**config.mk**
```make
export PLATFORM = sky130hd
export DESIGN_NAME = pid_pwm_with_relay_hysteresis
export DESIGN_NICKNAME = d
export VERILOG_FILES = /design/src/rtl/pidpwm_pkg.sv /design/src/rtl/pidpwm_div5.sv /design/src/rtl/pid_pwm_with_relay_hysteresis.sv
export SDC_FILE = /design/constraint.sdc
export NUM_CORES = 1
export LEC_CHECK = 0
export ABC_AREA = 1
export BUFFER_PORTS_ARGS = -buffer_cell sky130_fd_sc_hd__clkbuf_2
export CORE_ASPECT_RATIO = 0.75
export CORE_MARGIN = 2
export CORE_UTILIZATION = 45
export DETAILED_ROUTE_END_ITERATION = 6
export HOLD_SLACK_MARGIN = 0.05
export PLACE_DENSITY_LB_ADDON = 0.05
export SLEW_MARGIN = 30
export SYNTH_ARGS = -nofsm -noshare
export SYNTH_HDL_FRONTEND = slang
export SYNTH_SLANG_ARGS = --single-unit
```
**constraint.sdc**
```tcl
create_clock -name clk -period 22.6 [get_ports clk]
set_input_delay 2.26 -clock clk [delete_from_list [all_inputs] [get_ports clk]]
set_output_delay 2.26 -clock clk [all_outputs]
set_load 0.01 [all_outputs]
```
**src/rtl/pidpwm_pkg.sv**
```systemverilog
// ----------------------------------------------------------------------------
// pidpwm_pkg
// shared widths, register indexes and the sequencer program of the pid duty
// controller
// ----------------------------------------------------------------------------
package pidpwm_pkg;

    localparam int ADC_BITS_DEFAULT  = 10;
    localparam int FRAC_BITS_DEFAULT = 16;

    localparam int TARGET_W   = 10;
    localparam int THR_W      = 8;
    localparam int DUTY_W     = 8;
    localparam int PROP_W     = 32;
    localparam int ACC_W      = 40;
    localparam int DTERM_W    = PROP_W + 4;
    localparam int MUL14_W    = PROP_W + 5;
    localparam int SUM_W      = ACC_W + 2;

    localparam int CFG_IDX_W  = 2;
    localparam int CFG_DATA_W = 10;

    localparam logic [CFG_IDX_W-1:0] REG_TARGET    = CFG_IDX_W'(0);
    localparam logic [CFG_IDX_W-1:0] REG_THRESHOLD = CFG_IDX_W'(1);

    localparam logic [TARGET_W-1:0] TARGET_RESET = TARGET_W'(80);
    localparam logic [THR_W-1:0]    THR_RESET    = THR_W'(100);
    localparam logic [DUTY_W-1:0]   DUTY_RESET   = DUTY_W'(128);
    localparam logic [DUTY_W-1:0]   DUTY_MAX     = DUTY_W'(255);

    localparam int DIVISOR         = 5;
    localparam int DIV_XW_DEFAULT  = 41;

    localparam int PC_W        = 3;
    localparam int UCODE_DEPTH = 8;

    typedef enum logic [2:0] {
        ACT_START_P = 3'd0,
        ACT_TAKE_P  = 3'd1,
        ACT_START_I = 3'd2,
        ACT_TAKE_I  = 3'd3,
        ACT_START_D = 3'd4,
        ACT_TAKE_D  = 3'd5,
        ACT_SUM     = 3'd6,
        ACT_DUTY    = 3'd7
    } act_t;

    typedef enum logic [1:0] {
        HOLD_NONE  = 2'd0,
        HOLD_INPUT = 2'd1,
        HOLD_DIV   = 2'd2,
        HOLD_OUT   = 2'd3
    } hold_t;

    typedef struct packed {
        act_t            act;
        hold_t           hold;
        logic            jump;
        logic [PC_W-1:0] target;
    } uword_t;

    localparam uword_t UCODE [UCODE_DEPTH] = '{
        '{ACT_START_P, HOLD_INPUT, 1'b0, PC_W'(0)},
        '{ACT_TAKE_P,  HOLD_DIV,   1'b0, PC_W'(0)},
        '{ACT_START_I, HOLD_NONE,  1'b0, PC_W'(0)},
        '{ACT_TAKE_I,  HOLD_DIV,   1'b0, PC_W'(0)},
        '{ACT_START_D, HOLD_NONE,  1'b0, PC_W'(0)},
        '{ACT_TAKE_D,  HOLD_DIV,   1'b0, PC_W'(0)},
        '{ACT_SUM,     HOLD_NONE,  1'b0, PC_W'(0)},
        '{ACT_DUTY,    HOLD_OUT,   1'b1, PC_W'(0)}
    };

endpackage

```
**src/rtl/pidpwm_div5.sv**
```systemverilog
// ----------------------------------------------------------------------------
// pidpwm_div5
// signed divide by five, truncating toward zero, by a reciprocal shift and
// add series with a final remainder correction
// ----------------------------------------------------------------------------
module pidpwm_div5 #(
    parameter int XW = pidpwm_pkg::DIV_XW_DEFAULT
) (
    input  logic                 clk,
    input  logic                 rst_n,
    input  logic                 start,
    input  logic signed [XW-1:0] dividend,
    output logic                 done,
    output logic signed [XW-1:0] quotient
);

    localparam int RW = 6;

    localparam logic [2:0] STEP_ADD4  = 3'd0;
    localparam logic [2:0] STEP_ADD8  = 3'd1;
    localparam logic [2:0] STEP_ADD16 = 3'd2;
    localparam logic [2:0] STEP_ADD32 = 3'd3;
    localparam logic [2:0] STEP_REM   = 3'd4;
    localparam logic [2:0] STEP_FIX   = 3'd5;

    logic [XW-1:0] mag_reg;
    logic [XW-1:0] q_reg;
    logic [XW-1:0] q_next;
    logic [RW-1:0] rem_reg;
    logic [RW-1:0] rem_next;
    logic          neg_reg;
    logic [2:0]    cnt_reg;
    logic          busy_reg;
    logic          done_reg;

    logic [XW-1:0]   dv;
    logic [XW-1:0]   mag_in;
    logic [XW-1:0]   q_seed;
    logic [XW-1:0]   five_q;
    logic [RW+3:0]   rem13;

    assign dv     = dividend;
    assign mag_in = dv[XW-1] ? (~dv + XW'(1)) : dv;
    assign q_seed = (mag_in >> 3) + (mag_in >> 4);
    assign five_q = (q_reg << 2) + q_reg;
    assign rem13  = (RW + 4)'({rem_reg, 3'b000}) + (RW + 4)'({rem_reg, 2'b00})
                  + (RW + 4)'(rem_reg);

    // q approaches n/5 from below, the remainder fixes the last few units
    always_comb
    begin
        q_next   = q_reg;
        rem_next = rem_reg;
        unique case (cnt_reg)
            STEP_ADD4:  q_next = q_reg + (q_reg >> 4);
            STEP_ADD8:  q_next = q_reg + (q_reg >> 8);
            STEP_ADD16: q_next = q_reg + (q_reg >> 16);
            STEP_ADD32: q_next = q_reg + (q_reg >> 32);
            STEP_REM:   rem_next = RW'(mag_reg - five_q);
            STEP_FIX:   q_next = q_reg + XW'(rem13[RW+3:6]);
            default:
            begin
            end
        endcase
    end

    always_ff @(posedge clk or negedge rst_n)
    begin
        if (!rst_n)
        begin
            busy_reg <= 1'b0;
            done_reg <= 1'b0;
            cnt_reg  <= '0;
        end
        else if (start)
        begin
            busy_reg <= 1'b1;
            done_reg <= 1'b0;
            cnt_reg  <= '0;
        end
        else if (busy_reg)
        begin
            cnt_reg <= cnt_reg + 3'd1;
            if (cnt_reg == STEP_FIX)
            begin
                busy_reg <= 1'b0;
                done_reg <= 1'b1;
            end
        end
    end

    always_ff @(posedge clk)
    begin
        if (start)
        begin
            mag_reg <= mag_in;
            q_reg   <= q_seed;
            rem_reg <= '0;
            neg_reg <= dv[XW-1];
        end
        else if (busy_reg)
        begin
            q_reg   <= q_next;
            rem_reg <= rem_next;
        end
    end

    assign quotient = neg_reg ? signed'(~q_reg + XW'(1)) : signed'(q_reg);
    assign done     = done_reg;

    a_no_restart: assert property (@(posedge clk) disable iff (!rst_n)
        start |-> !busy_reg)
        else $error("divider started while busy");

    a_done_idle: assert property (@(posedge clk) disable iff (!rst_n)
        busy_reg |-> !done_reg)
        else $error("divider done while busy");

    a_done_holds: assert property (@(posedge clk) disable iff (!rst_n)
        (done_reg && !start) |=> done_reg)
        else $error("divider done dropped without a new start");

endmodule

```
**src/rtl/pid_pwm_with_relay_hysteresis.sv**
```systemverilog
// ----------------------------------------------------------------------------
// pid_pwm_with_relay_hysteresis
// incremental pid duty controller with a hysteresis relay, run by a small
// microcoded sequencer over one shared divide-by-five unit
// ----------------------------------------------------------------------------
// a new sample is taken only at the start of the program, after three six-step
// passes through the divide-by-five unit; a stalled result holds the program
// reset: duty 128, integral and last proportional zero, relay on,
// target 80, threshold 100; no clearing pass
module pid_pwm_with_relay_hysteresis #(
    parameter int ADC_BITS  = pidpwm_pkg::ADC_BITS_DEFAULT,
    parameter int FRAC_BITS = pidpwm_pkg::FRAC_BITS_DEFAULT
) (
    input  logic                                 clk,
    input  logic                                 rst_n,
    input  logic                                 in_valid,
    output logic                                 in_stall,
    input  logic [ADC_BITS-1:0]                  sample,
    output logic                                 out_valid,
    input  logic                                 out_stall,
    output logic [pidpwm_pkg::DUTY_W-1:0]        pwm_duty,
    output logic                                 relay_on,
    output logic                                 relay_changed,
    input  logic                                 cfg_valid,
    output logic                                 cfg_ready,
    input  logic [pidpwm_pkg::CFG_IDX_W-1:0]     cfg_index,
    input  logic [pidpwm_pkg::CFG_DATA_W-1:0]    cfg_data
);

    localparam int PW  = pidpwm_pkg::PROP_W;
    localparam int AW  = pidpwm_pkg::ACC_W;
    localparam int DDW = pidpwm_pkg::DTERM_W;
    localparam int M14 = pidpwm_pkg::MUL14_W;
    localparam int SW  = pidpwm_pkg::SUM_W;
    localparam int UW  = pidpwm_pkg::DUTY_W;
    localparam int TW  = (ADC_BITS > pidpwm_pkg::TARGET_W) ? ADC_BITS
                                                           : pidpwm_pkg::TARGET_W;
    localparam int DW  = TW + 1;
    localparam int XW  = (DW + FRAC_BITS > M14) ? DW + FRAC_BITS : M14;

    localparam logic [TW-1:0] ADC_MASK = TW'((64'd1 << ADC_BITS) - 64'd1);
    localparam logic [SW-1:0] RND_BIAS = SW'((64'd1 << FRAC_BITS) - 64'd1);

    // sequencer
    logic [pidpwm_pkg::PC_W-1:0] pc_reg;
    logic [pidpwm_pkg::PC_W-1:0] pc_next;
    pidpwm_pkg::uword_t          uw;
    logic                        holding;
    logic                        advance;

    // configuration and controller state
    logic [pidpwm_pkg::TARGET_W-1:0] target_reg;
    logic [pidpwm_pkg::THR_W-1:0]    thr_reg;
    logic [UW-1:0]                   duty_reg;
    logic signed [AW-1:0]            integ_reg;
    logic signed [PW-1:0]            last_reg;
    logic                            relay_reg;

    // datapath
    logic signed [PW-1:0]  p_reg;
    logic signed [DDW-1:0] d_reg;
    logic signed [SW-1:0]  sum_reg;

    // output register
    logic          out_valid_reg;
    logic [UW-1:0] duty_out_reg;
    logic          relay_out_reg;
    logic          changed_out_reg;

    logic                 div_start;
    logic                 div_done;
    logic signed [XW-1:0] div_dividend;
    logic signed [XW-1:0] q;

    logic [TW-1:0]        s_ext;
    logic [TW-1:0]        t_ext;
    logic signed [DW-1:0] err;
    logic signed [XW-1:0] x_p;
    logic signed [XW-1:0] x_i;
    logic signed [PW:0]   pdiff;
    logic signed [M14-1:0] m14;
    logic signed [XW-1:0] x_d;

    logic signed [PW-1:0] p_sat;
    logic signed [AW:0]   isum;
    logic signed [AW-1:0] i_sat;
    logic signed [SW-1:0] sum_adj;
    logic signed [SW-1:0] u_val;
    logic signed [SW:0]   dtmp;
    logic [UW-1:0]        duty_new;
    logic                 turn_on;
    logic                 turn_off;
    logic                 relay_new;

    logic in_fire;
    logic out_fire;

    assign uw       = pidpwm_pkg::UCODE[pc_reg];
    assign in_stall = (uw.hold != pidpwm_pkg::HOLD_INPUT);
    assign in_fire  = in_valid && !in_stall;
    assign out_fire = out_valid_reg && !out_stall;

    always_comb
    begin
        unique case (uw.hold)
            pidpwm_pkg::HOLD_NONE:  holding = 1'b0;
            pidpwm_pkg::HOLD_INPUT: holding = !in_fire;
            pidpwm_pkg::HOLD_DIV:   holding = !div_done;
            pidpwm_pkg::HOLD_OUT:   holding = out_valid_reg && out_stall;
            default:                holding = 1'b1;
        endcase
    end

    assign advance = !holding;
    assign pc_next = uw.jump ? uw.target : pc_reg + pidpwm_pkg::PC_W'(1);

    always_ff @(posedge clk or negedge rst_n)
    begin
        if (!rst_n)
        begin
            pc_reg <= '0;
        end
        else if (advance)
        begin
            pc_reg <= pc_next;
        end
    end

    // operand forming
    assign s_ext = TW'(sample);
    assign t_ext = TW'(target_reg) & ADC_MASK;
    assign err   = signed'({1'b0, s_ext}) - signed'({1'b0, t_ext});
    assign x_p   = XW'(err) <<< FRAC_BITS;
    assign x_i   = XW'(signed'({p_reg, 1'b0}));
    assign pdiff = (PW + 1)'(p_reg) - (PW + 1)'(last_reg);
    assign m14   = (M14'(pdiff) <<< 4) - (M14'(pdiff) <<< 1);
    assign x_d   = XW'(m14);

    always_comb
    begin
        div_start    = 1'b0;
        div_dividend = x_p;
        unique case (uw.act)
            pidpwm_pkg::ACT_START_P:
            begin
                div_start    = advance;
                div_dividend = x_p;
            end
            pidpwm_pkg::ACT_START_I:
            begin
                div_start    = advance;
                div_dividend = x_i;
            end
            pidpwm_pkg::ACT_START_D:
            begin
                div_start    = advance;
                div_dividend = x_d;
            end
            default:
            begin
                div_start    = 1'b0;
                div_dividend = x_p;
            end
        endcase
    end

    pidpwm_div5 #(
        .XW (XW)
    ) u_div (
        .clk      (clk),
        .rst_n    (rst_n),
        .start    (div_start),
        .dividend (div_dividend),
        .done     (div_done),
        .quotient (q)
    );

    // saturation of the proportional and integral terms
    always_comb
    begin
        if (&q[XW-1:PW-1] || ~|q[XW-1:PW-1])
        begin
            p_sat = q[PW-1:0];
        end
        else
        begin
            p_sat = q[XW-1] ? signed'({1'b1, {(PW-1){1'b0}}})
                            : signed'({1'b0, {(PW-1){1'b1}}});
        end
    end

    assign isum = (AW + 1)'(integ_reg) + (AW + 1)'(signed'(q[PW-1:0]));

    always_comb
    begin
        if (isum[AW] == isum[AW-1])
        begin
            i_sat = isum[AW-1:0];
        end
        else
        begin
            i_sat = isum[AW] ? signed'({1'b1, {(AW-1){1'b0}}})
                             : signed'({1'b0, {(AW-1){1'b1}}});
        end
    end

    // duty update, truncating the sum toward zero
    assign sum_adj = sum_reg + (sum_reg[SW-1] ? signed'(RND_BIAS) : signed'(SW'(0)));
    assign u_val   = sum_adj >>> FRAC_BITS;
    assign dtmp    = (SW + 1)'(signed'({1'b0, duty_reg})) - (SW + 1)'(u_val);

    always_comb
    begin
        if (dtmp[SW])
        begin
            duty_new = '0;
        end
        else if (|dtmp[SW-1:UW])
        begin
            duty_new = pidpwm_pkg::DUTY_MAX;
        end
        else
        begin
            duty_new = dtmp[UW-1:0];
        end
    end

    assign turn_on   = ({1'b0, duty_new} + (UW + 1)'(1)) < {1'b0, thr_reg};
    assign turn_off  = duty_new > thr_reg;
    assign relay_new = turn_on ? 1'b1 : (turn_off ? 1'b0 : relay_reg);

    // controller state
    always_ff @(posedge clk or negedge rst_n)
    begin
        if (!rst_n)
        begin
            duty_reg  <= pidpwm_pkg::DUTY_RESET;
            integ_reg <= '0;
            last_reg  <= '0;
            relay_reg <= 1'b1;
        end
        else if (advance)
        begin
            case (uw.act)
                pidpwm_pkg::ACT_TAKE_I:
                begin
                    integ_reg <= i_sat;
                end
                pidpwm_pkg::ACT_TAKE_D:
                begin
                    last_reg <= p_reg;
                end
                pidpwm_pkg::ACT_DUTY:
                begin
                    duty_reg  <= duty_new;
                    relay_reg <= relay_new;
                end
                default:
                begin
                end
            endcase
        end
    end

    always_ff @(posedge clk)
    begin
        if (advance)
        begin
            case (uw.act)
                pidpwm_pkg::ACT_TAKE_P:
                begin
                    p_reg <= p_sat;
                end
                pidpwm_pkg::ACT_TAKE_D:
                begin
                    d_reg <= q[DDW-1:0];
                end
                pidpwm_pkg::ACT_SUM:
                begin
                    sum_reg <= SW'(p_reg) + SW'(integ_reg) + SW'(d_reg);
                end
                pidpwm_pkg::ACT_DUTY:
                begin
                    duty_out_reg    <= duty_new;
                    relay_out_reg   <= relay_new;
                    changed_out_reg <= relay_new != relay_reg;
                end
                default:
                begin
                end
            endcase
        end
    end

    always_ff @(posedge clk or negedge rst_n)
    begin
        if (!rst_n)
        begin
            out_valid_reg <= 1'b0;
        end
        else if (advance && uw.act == pidpwm_pkg::ACT_DUTY)
        begin
            out_valid_reg <= 1'b1;
        end
        else if (out_fire)
        begin
            out_valid_reg <= 1'b0;
        end
    end

    // configuration writes
    assign cfg_ready = 1'b1;

    always_ff @(posedge clk or negedge rst_n)
    begin
        if (!rst_n)
        begin
            target_reg <= pidpwm_pkg::TARGET_RESET;
            thr_reg    <= pidpwm_pkg::THR_RESET;
        end
        else if (cfg_valid && cfg_ready)
        begin
            unique case (cfg_index)
                pidpwm_pkg::REG_TARGET:
                    target_reg <= cfg_data[pidpwm_pkg::TARGET_W-1:0];
                pidpwm_pkg::REG_THRESHOLD:
                    thr_reg <= cfg_data[pidpwm_pkg::THR_W-1:0];
                default:
                begin
                end
            endcase
        end
    end

    assign out_valid     = out_valid_reg;
    assign pwm_duty      = duty_out_reg;
    assign relay_on      = relay_out_reg;
    assign relay_changed = changed_out_reg;

    a_changed_flag: assert property (@(posedge clk) disable iff (!rst_n)
        (advance && uw.act == pidpwm_pkg::ACT_DUTY)
        |=> changed_out_reg == (relay_reg != $past(relay_reg)))
        else $error("relay change flag disagrees with relay state");

    a_last_prop: assert property (@(posedge clk) disable iff (!rst_n)
        !$stable(last_reg) |-> $past(advance && uw.act == pidpwm_pkg::ACT_TAKE_D))
        else $error("last proportional term changed outside its step");

    a_result_end: assert property (@(posedge clk) disable iff (!rst_n)
        $rose(out_valid_reg) |-> pc_reg == '0)
        else $error("result raised before the program wrapped");

endmodule

```
==> impl_results.md, run 1 <==
* Cell type group with the largest total delay on the critical path: simple AND/OR/NAND/NOR gates
* Sequential fraction of the synthesis area at 0.2652
* Register bit total from synthesis at approximately 280
* Most common cell after layout, fill and taps aside: nand2_1
* Final period demand of the worst path at 9.139 ns
* Num Clock Sinks at 277
* CTS Hold Buffers Added at 0
* I/O Pins at 40
* Horizontal die dimension at ~300 um
* Maximum capacitance violations at 0
* Leading area contributor after synthesis: edfxtp_1
* Fin Setup TNS at 0 ns
* Most frequent cell on the critical path: nand2_1
* Chip Height at around 220 um
* Placed instance count at 4,972
* Estimated wirelength of the detail-placed design at between 70 and 80 mm
* Timing startpoint of the critical path: p_reg[14]$_DFFE_PP_
* Combined global-route utilization of all metal layers at 0.2711
* Ys Warns at 0
* Bufs and invs on worst path at 2
* Final cell count without fillers at 5,036
* Core ar. at 0.06386 mm2
* Number of flip-flops in the largest register at 42
* Worst-skew pair later-pin latency at a little under 0.6 ns
* Highest attainable clock frequency at 0.1094 GHz
* Total clock buffers created by CTS at 35
* Crit path arrival time at roughly 9.5 ns
* CTS clock-pin slew for the worst setup and hold paths at about 0.070 ns
* Leading cell types by total area after synthesis: edfxtp_1 (17%), nand2_1 (13%), ha_1 (12%)
* Slowest CP cell: edfxtp_1
* Count of final setup violators at 0
* End of the worst register-to-register path: u_div.q_reg[26]$_DFFE_PP_
* WP depth at 45
* Peak fanout along the critical path at 23
* R2R setup slack at about 13 ns
* Gate count of the mapped netlist at ~4,100
* IO Port Bufs at 38
* Total wirelength of the detailed-routed design at between 90 and 100 mm
* Crit-path max cell delay at between 0.5 and 0.6 ns
* Full die area at about 0.067 mm2
* Overall overflow remaining after global route at 0
* Number of remaining DRC errors at 0
* Synth Net Count at about 4,500
* Starting density of the core at 0.4562
* Top-area cell type share of the netlist area at 0.1680
* Routed length per instance at 18.04 um
* Class of the most critical hold timing path: reg -> reg
* Vias in the first global route at 24,802
* Path type of the worst setup path: reg -> reg
* Final Hold Viols at 0
* Synth async-reset ratio at 0.3899
* Routability-driven placement congestion ratio at 0.9402
* Critical Path Sink: u_div.q_reg[26]$_DFFE_PP_
* Wire length of the first global-routing pass at 142.6 mm
* Number of optimization iterations in the first detailed-route pass at 7
* Initial antenna violation count at 0
* Portion of the clock cycle consumed by the worst path in the final layout at 0.4044
* Critical Path Source Type: flip-flop
* Crit path capture type: flip-flop
* Skew final at 0.02727 ns
* Antenna diode instance count at 0
* Synth Flop Type: edfxtp_1
* Number of enable-type register cells in the synthesized netlist at approximately 160
* Via/cell ratio at 5.401
* H-tree lvl count at 2
* Pin count of the biggest net entering global routing at 101
* Distinct cell type count after synthesis at between 60 and 70
* Resize count post-CTS at 0
* Worst Reg-to-Reg Cells at 45
* Final nets at 4,517
* # Post-CTS Setup Buffers at 0
* Cell at the root of the clock tree: clkbuf_16
* CP Data Required Time at 22.93 ns
* Most frequent cells in the layout: nand2_1 (1,036), inv_1 (593), a21oi_1 (335)
* Total count of max-transition violations in the final report at 0
* Worst slew margin at 0.3739
* Worst slew pin tran at 0.9355 ns
* Standard-cell row count at 80
* Avg Synthesized Cell Area at 7.081 um2
* Via count at 27,197
* Worst flop-to-flop path startpoint: p_reg[14]$_DFFE_PP_
* Post-Syn Area at 0.02913 mm2
* Area growth from synthesis to layout at 8.487%
* Result of the run: completed
* TritonCTS clock tree: done
* Number of DRC violations after detailed-routing iteration 0 at around 2,600
* Setup repair after global routing missed its margin: false
* Share of layout cells above drive strength 1 at 0.05437
* Remaining antenna violation count after routing at 0
* Buffer levels on the longest clock path at 3
## metrics by stage
| stage | hold slack [ns] | worst slack, ns | util | instance area (um2) |
|---|---|---|---|---|
| after floorplan | 0.4530 | 14.83 | - | 29130 |
| final | 0.4824 | 13.46 | 0.4949 | 31600 |
| after CTS | 0.4916 | 13.56 | 0.4945 | 31580 |
| after global placement | 0.4725 | 13.29 | 0.4752 | 30350 |
| after detailed placement | 0.4774 | 13.07 | 0.4752 | 30350 |
| after global routing | 0.5114 | 12.37 | 0.4949 | 31600 |
## cells in the mapped netlist (all sizes together), types with 2 or more instances
master / n
a221oi: 7
nor3: 53
buf: 18
o221ai: 4
xnor2: 62
o21a: 18
inv: 602
fa: 54
a211oi: 2
edfxtp: 163
dfstp: 7
nor4: 11
o31ai: 5
o211ai: 11
and2: 4
a41oi: 2
o2111ai: 3
o22ai: 19
nand4: 47
a2bb2oi: 37
o21bai: 16
xor2: 151
dfxtp: 6
o41ai: 2
a32oi: 2
or2: 17
a21boi: 16
a2111oi: 2
clkbuf: 44
ha: 287
a22o: 3
nor2: 344
o21ai: 298
dfrtp: 101
nand2: 1057
a21oi: 336
nand3b: 26
a31oi: 30
a21o: 17
nand3: 223
## layout make-up
class / instances / area (um2)
Inverter: 603 / 2263
Multi-Input combinational cell: 3172 / 18930
Tap cell: 861 / 1077
Clock inverter: 15 / 183.9
Sequential cell: 277 / 7726
Fill cell: 6590 / 32260
Clock buffer: 48 / 1047
Timing Repair Buffer: 60 / 374.1
## worst min path at each step
stage,cells past startpoint,startpoint,to,slack [ns]
after floorplan,2,duty_reg[0]$_DFFE_PN0P_,duty_reg[0]$_DFFE_PN0P_,0.45
after global placement,2,t_ext[3]$_DFFE_PN0P_,t_ext[3]$_DFFE_PN0P_,0.47
after detailed placement,2,t_ext[7]$_DFFE_PN0P_,t_ext[7]$_DFFE_PN0P_,0.48
after CTS,2,relay_reg$_DFFE_PN1P_,relay_reg$_DFFE_PN1P_,0.49
after global routing,2,relay_reg$_DFFE_PN1P_,relay_reg$_DFFE_PN1P_,0.51
final,2,t_ext[5]$_DFFE_PN0P_,t_ext[5]$_DFFE_PN0P_,0.48
## worst reg2reg max path, delay by kind of cell (launching register included)
family                   cells  cell delay [ns]
AND/OR/NAND/NOR             26             3.41
AO/OA/AOI/OAI               11             2.57
adder cells (fa/ha/maj)      4             1.52
flip-flops                   1             0.58
buffers and inverters        2             0.52
XOR/XNOR                     2             0.33
## cell families after synthesis
family | synth area share
buffers and inverters | 0.08715
AOI/OAI and AO/OA | 0.1622
adders and majority gates | 0.1604
DFF | 0.2652
and+or+nand+nor | 0.2604
other | 0.0001287
xor gates and xnor gates | 0.06456
## routing by layer
metal | global-route usage | wire length, um | vias up
li1 | - | - | 13767
met1 | 0.4305 | 46820 | 12412
met5 | 0.007937 | 79 | -
met4 | 0.07521 | 2421 | 2
met3 | 0.05815 | 8217 | 106
met2 | 0.3590 | 33310 | 910
Power of run 1 is left out: the tool's default activity adds up to more than one toggle a clock period on the data nets, which glitch-free logic cannot reach.
==> inputs of run 2 (changes only) <==
==> constraint.sdc (replaced) <==
create_clock -name clk -period 9.4 [get_ports clk]
set_input_delay 0.94 -clock clk [delete_from_list [all_inputs] [get_ports clk]]
set_output_delay 0.94 -clock clk [all_outputs]
set_load 0.01 [all_outputs]
==> run 2 against run 1 <==
  * Global-route usage up 0.64 points
  * Routed wire length up 2.1%
  * Sequential share of layout area about the same
  * Clock-buffer cell count down 2
  * Critical path depth up 3
  * First-iteration DRC count down 2.1%
  * Final area about the same
  * Register-to-register slack worse by 12 ns
  * Core utilization about the same
  * Die area unchanged
  * Critical path type unchanged
  * Largest cell class unchanged
==> impl_results.md, run 2 (same netlist as run 1, synthesis figures left out) <==
* Setup repair after global routing missed its margin: false
* Worst-skew pair later-pin latency at 0.58 ns (about the same)
* Via count at 27,218 (+0.077%)
* Num Clock Sinks at 277 (unchanged)
* IO Port Bufs at 38 (unchanged)
* Most frequent cells in the layout: nand2_1 (1,035), inv_1 (593), a21oi_1 (335)
* Wire length of the first global-routing pass at 146.3 mm (+2.6%)
* Resize count post-CTS at 0 (unchanged)
* Area growth from synthesis to layout at 8.393% (about the same)
* Buffer levels on the longest clock path at 3 (unchanged)
* Total of fill cells in the finished design at 6,652 (+0.94%)
* Highest attainable clock frequency at 0.1223 GHz (+12%)
* Antenna diode instance count at 0 (unchanged)
* Number of flip-flops in the largest register at 42 (unchanged)
* Starting density of the core at 0.4562 (unchanged)
* TritonCTS clock tree: done
* Critical Path Source Type: flip-flop
* Total area of multi-input combinational cells at 0.01893 mm2 (unchanged)
* Standard-cell row count at 80 (unchanged)
* Total count of max-transition violations in the final report at 0 (unchanged)
* Overall overflow remaining after global route at 0 (unchanged)
* Cell Area, Placed at 0.03036 mm2 (about the same)
* Pin count of the biggest net entering global routing at 92 (-8.9%)
* Vias in the first global route at 25,128 (+1.3%)
* Slowest CP cell: edfxtp_1
* Result of the run: completed
* Most frequent cell on the critical path: nand2_1
* I/O Pins at 40 (unchanged)
* CP Data Required Time at 9.72 ns (-13.21 ns)
* Initial antenna violation count at 0 (unchanged)
* Fin Setup TNS at 0 ns (unchanged)
* Remaining antenna violation count after routing at 0 (unchanged)
* Count of final setup violators at 0 (unchanged)
* Cell area after layout at 0.03158 mm2 (about the same)
* FF+latch area at 0.007726 mm2 (unchanged)
* Via/cell ratio at 5.401 (about the same)
* Combined global-route utilization of all metal layers at 0.2775 (+0.006396)
* Number of optimization iterations in the first detailed-route pass at 5 (-2)
* Crit path capture type: flip-flop
* Skew final at 0.01604 ns (-0.01123 ns)
* Share of layout cells above drive strength 1 at 0.05505 (+0.0006790)
* CTS clock-pin slew for the worst setup and hold paths at 0.06 ns (about the same)
* Final Hold Viols at 0 (unchanged)
* Total wirelength of the detailed-routed design at 92.76 mm (+2.1%)
* Core ar. at 0.06386 mm2 (unchanged)
* Number of DRC violations after detailed-routing iteration 0 at 2,571 (-2.1%)
* Worst slew margin at 0.3927 (+0.01878)
* Path type of the worst setup path: reg -> reg
* Most common cell after layout, fill and taps aside: nand2_1
* Full die area at 0.06681 mm2 (unchanged)
* Number of remaining DRC errors at 0 (unchanged)
* Estimated wirelength of the detail-placed design at 75.47 mm (+3.2%)
* Worst slew pin tran at 0.9014 ns (-0.03415 ns)
* Routed length per instance at 18.41 um (+2.0%)
* Final nets at 4,519 (+0.044%)
* Min setup slack post-route at 1.223 ns (-12.24 ns)
* Horizontal die dimension at 297.8 um (unchanged)
* Class of the most critical hold timing path: in -> async
* Crit path arrival time at 8.50 ns (-0.97 ns)
* Portion of the clock cycle consumed by the worst path in the final layout at 0.8699 (+0.4655)
* Chip Height at 224.3 um (unchanged)
* Final period demand of the worst path at 8.177 ns (-0.9616 ns)
* Total clock buffers created by CTS at 35 (unchanged)
* H-tree lvl count at 2 (unchanged)
* # Post-CTS Setup Buffers at 0 (unchanged)
* Routability-driven placement congestion ratio at 0.9730 (+3.5%)
* Cell at the root of the clock tree: clkbuf_16
* Peak fanout along the critical path at 15 (-35%)
* Crit-path max cell delay at 0.48 ns (-0.10 ns)
* CTS Hold Buffers Added at 0 (unchanged)
* Post-place setup slack at 1.270 ns (-11.80 ns)
* Maximum capacitance violations at 0 (unchanged)
run 2: changes by cell type in the layout (fill, tap and decap cells not counted), sizes merged:
cell / delta
clkinv: -3
inv: +5
clkinvlp: +2
clkbuf: -2
buf: +2
bufinv: -1
run 2: per-stage QoR:
step | std cells | util | hold WS, ns
4_1_cts | 5038 | 0.4939 | 0.3283
3_5_place_dp | 4974 | 0.4755 | 0.4769
2_1_floorplan | 4114 | - | 0.4530
3_3_place_gp | 4974 | 0.4755 | 0.4729
5_1_grt | 5039 | 0.4944 | 0.3597
6_report | 5039 | 0.4944 | 0.3412
run 2: critical path: cells and delay by family (launching register included):
family	cells	cell delay [ns]
AO/OA/AOI/OAI	7	1.31
XOR/XNOR	3	0.52
adder cells (fa/ha/maj)	4	1.50
buffers and inverters	4	0.47
flip-flops	1	0.48
AND/OR/NAND/NOR	30	3.65
run 2: final cells by class:
class	instances	area share
Clock buffer	46	0.03095
Clock inverter	18	0.006459
Inverter	603	0.07168
Multi-Input combinational cell	3172	0.5995
Sequential cell	277	0.2447
Tap cell	861	0.03412
Timing Repair Buffer	62	0.01256
run 2: path summary, 6_finish.rpt:
check	start	end	slack [ns]	cells after the start
worst max-delay path	p_reg[14]$_DFFE_PP_	u_div.q_reg[26]$_DFFE_PP_	1.22	48
worst min-delay path	rst_n	integ_reg[5]$_DFFE_PN0P_	0.34	1
worst max register to register	p_reg[14]$_DFFE_PP_	u_div.q_reg[26]$_DFFE_PP_	1.22	48
worst min register to register	thr_reg[7]$_DFFE_PN0P_	thr_reg[7]$_DFFE_PN0P_	0.49	2
max in group asynchronous	rst_n	t_ext[7]$_DFFE_PN0P_	8.06	2
min in group clk	thr_reg[7]$_DFFE_PN0P_	thr_reg[7]$_DFFE_PN0P_	0.49	2
run 2: layer usage:
metal,vias to the layer above,GRT usage,wire length (um)
met4,0,0.04733,1317
met5,-,0,0
li1,13772,-,-
met2,844,0.3860,35520
met3,85,0.04453,7007
met1,12517,0.4470,48910
Power of run 2 is left out for the same reason.
==> inputs of run 3 (changes only) <==
--- a/config.mk
+++ b/config.mk
@@ -12,7 +12,7 @@
 export CORE_UTILIZATION = 45
 export DETAILED_ROUTE_END_ITERATION = 6
 export HOLD_SLACK_MARGIN = 0.05
-export PLACE_DENSITY_LB_ADDON = 0.05
+export PLACE_DENSITY = 0.66
 export SLEW_MARGIN = 30
 export SYNTH_ARGS = -nofsm -noshare
 export SYNTH_HDL_FRONTEND = slang
==> run 3 against run 2 <==
  * Global-route usage decreased by 1.9 points
  * Register-to-register slack got worse by 0.16 ns
  * Final cell count decreased by 0.22%
  * Clock skew increased by 0.0041 ns
==> impl_results.md, run 3 (same netlist as run 1, synthesis figures left out) <==
* Crit path arrival time at 8.68 ns (+0.18 ns)
* Most frequent cells in the layout: nand2_1 (1,036), inv_1 (592), a21oi_1 (335)
* Starting density of the core at 0.4562 (unchanged)
* Most frequent cell on the critical path: nand2_1
* IO Port Bufs at 38 (unchanged)
* Count of final setup violators at 0 (unchanged)
* Full die area at 0.06681 mm2 (unchanged)
* Fin Setup TNS at 0 ns (unchanged)
* Via/cell ratio at 5.437 (+0.66%)
* I/O Pins at 40 (unchanged)
* Bufs and invs on worst path at 4 (unchanged)
* Num Clock Sinks at 277 (unchanged)
* Slowest CP cell: edfxtp_1
* Vias in the first global route at 24,670 (-1.8%)
* Crit path capture type: flip-flop
* Final Hold Viols at 0 (unchanged)
* Portion of the clock cycle consumed by the worst path in the final layout at 0.8870 (+0.01707)
* Buffer levels on the longest clock path at 3 (unchanged)
* Number of optimization iterations in the first detailed-route pass at 6 (+1)
* Result of the run: completed
* Class of the most critical hold timing path: in -> async
* Remaining antenna violation count after routing at 0 (unchanged)
* Crit-path max cell delay at 0.46 ns (-0.02 ns)
* Wire length of the first global-routing pass at 137.8 mm (-5.8%)
* Path type of the worst setup path: reg -> reg
* Horizontal die dimension at 297.8 um (unchanged)
* TritonCTS clock tree: done
* # Post-CTS Setup Buffers at 0 (unchanged)
* Routability-driven placement congestion ratio at 0.9732 (about the same)
* Worst slew margin at 0.3044 (-0.08837)
* CTS clock-pin slew for the worst setup and hold paths at 0.07 ns (about the same)
* Number of flip-flops in the largest register at 42 (unchanged)
* Routed length per instance at 17.43 um (-5.3%)
* Share of layout cells above drive strength 1 at 0.05256 (-0.002494)
* Via count at 27,337 (+0.44%)
* Estimated wirelength of the detail-placed design at 71.21 mm (-5.6%)
* Peak fanout along the critical path at 15 (unchanged)
* Overall overflow remaining after global route at 0 (unchanged)
* Critical Path Source Type: flip-flop
* CP Data Required Time at 9.75 ns (+0.03 ns)
* Initial antenna violation count at 0 (unchanged)
* Number of DRC violations after detailed-routing iteration 0 at 2,596 (+0.97%)
* Core ar. at 0.06386 mm2 (unchanged)
* Worst slew pin tran at 1.033 ns (+0.1312 ns)
* H-tree lvl count at 1 (-1)
* Final nets at 4,511 (-0.18%)
* Highest attainable clock frequency at 0.1199 GHz (-1.9%)
* Pin count of the biggest net entering global routing at 94 (+2.2%)
* Final period demand of the worst path at 8.338 ns (+0.1605 ns)
* Area growth from synthesis to layout at 7.645%
* Total wirelength of the detailed-routed design at 87.63 mm (-5.5%)
* Most common cell after layout, fill and taps aside: nand2_1
* Skew final at 0.02012 ns (+0.004078 ns)
* Number of remaining DRC errors at 0 (unchanged)
* Cell at the root of the clock tree: clkbuf_16
* Worst-skew pair later-pin latency at 0.61 ns (+0.03 ns)
* Combined global-route utilization of all metal layers at 0.2586 (-0.01896)
* Standard-cell row count at 80 (unchanged)
* Total count of max-transition violations in the final report at 0 (unchanged)
* Total clock buffers created by CTS at 31 (-11%)
* Maximum capacitance violations at 0 (unchanged)
* Cell type group with the largest total delay on the critical path: simple AND/OR/NAND/NOR gates
* Chip Height at 224.3 um (unchanged)
* Setup repair after global routing missed its margin: false
* Antenna diode instance count at 0 (unchanged)
run 3: cell count changes in the layout (fill, tap and decap cells not counted), sizes merged:
cell      before  now
clkinvlp       3    4
inv          607  604
clkinv         8    6
bufinv         3    2
buf           25   21
clkbuf        83   81
run 3: layout make-up:
class | count | area (um2)
Timing Repair Buffer | 58 | 350.3
Inverter | 603 | 2267
Clock buffer | 44 | 878.3
Multi-Input combinational cell | 3172 | 18930
Fill cell | 6459 | 32500
Tap cell | 861 | 1077
Clock inverter | 13 | 130.1
Sequential cell | 277 | 7726
run 3: worst paths after layout:
path                                       from                        end  slack [ns]  cells after the start
setup / recovery            p_reg[14]$_DFFE_PP_  u_div.q_reg[26]$_DFFE_PP_        1.06                     50
hold / removal                            rst_n    duty_reg[6]$_DFFE_PN0P_        0.36                      1
setup reg to reg            p_reg[14]$_DFFE_PP_  u_div.q_reg[26]$_DFFE_PP_        1.06                     50
hold reg to reg            t_ext[2]$_DFFE_PN0P_       t_ext[2]$_DFFE_PN0P_        0.49                      2
max in group asynchronous                 rst_n   last_reg[26]$_DFFE_PN0P_        7.93                      2
min in group clk           t_ext[2]$_DFFE_PN0P_       t_ext[2]$_DFFE_PN0P_        0.49                      2
run 3: worst register-to-register path, delay by kind of cell, from the launching register on:
family | cells | cell delay [ns]
compound gates | 8 | 1.60
xor+xnor | 3 | 0.44
fa+ha+maj | 4 | 1.52
buf+inv | 4 | 0.51
flops | 1 | 0.46
simple gates | 31 | 3.54
run 3: per-stage QoR:
stage               hold WS [ns]  setup WS [ns]  area, um2  std cells    util
floorplan                 0.4530          2.301      29130       4114       -
global placement          0.4702          1.315      30340       4971  0.4751
detailed placement        0.4807          1.130      30340       4971  0.4751
CTS                       0.3679          1.062      31350       5028  0.4909
global route              0.4052        0.01700      31360       5028  0.4910
finish                    0.3574          1.062      31360       5028  0.4910
run 3: routing by layer:
layer	global-route usage	up-vias	wire [um]
li1	-	13740	-
met1	0.3946	12491	42510
met2	0.3637	1008	34130
met3	0.06587	98	9169
met4	0.05301	0	1820
met5	0	-	0
run 3: repair_timing:
item | CTS | global route
resized for setup | 0 | 1
endpoints found under the setup margin | 0 | 2
hold endpoints to repair | 0 | 0
hold buffers | 0 | 0
Power of run 3 is left out for the same reason.
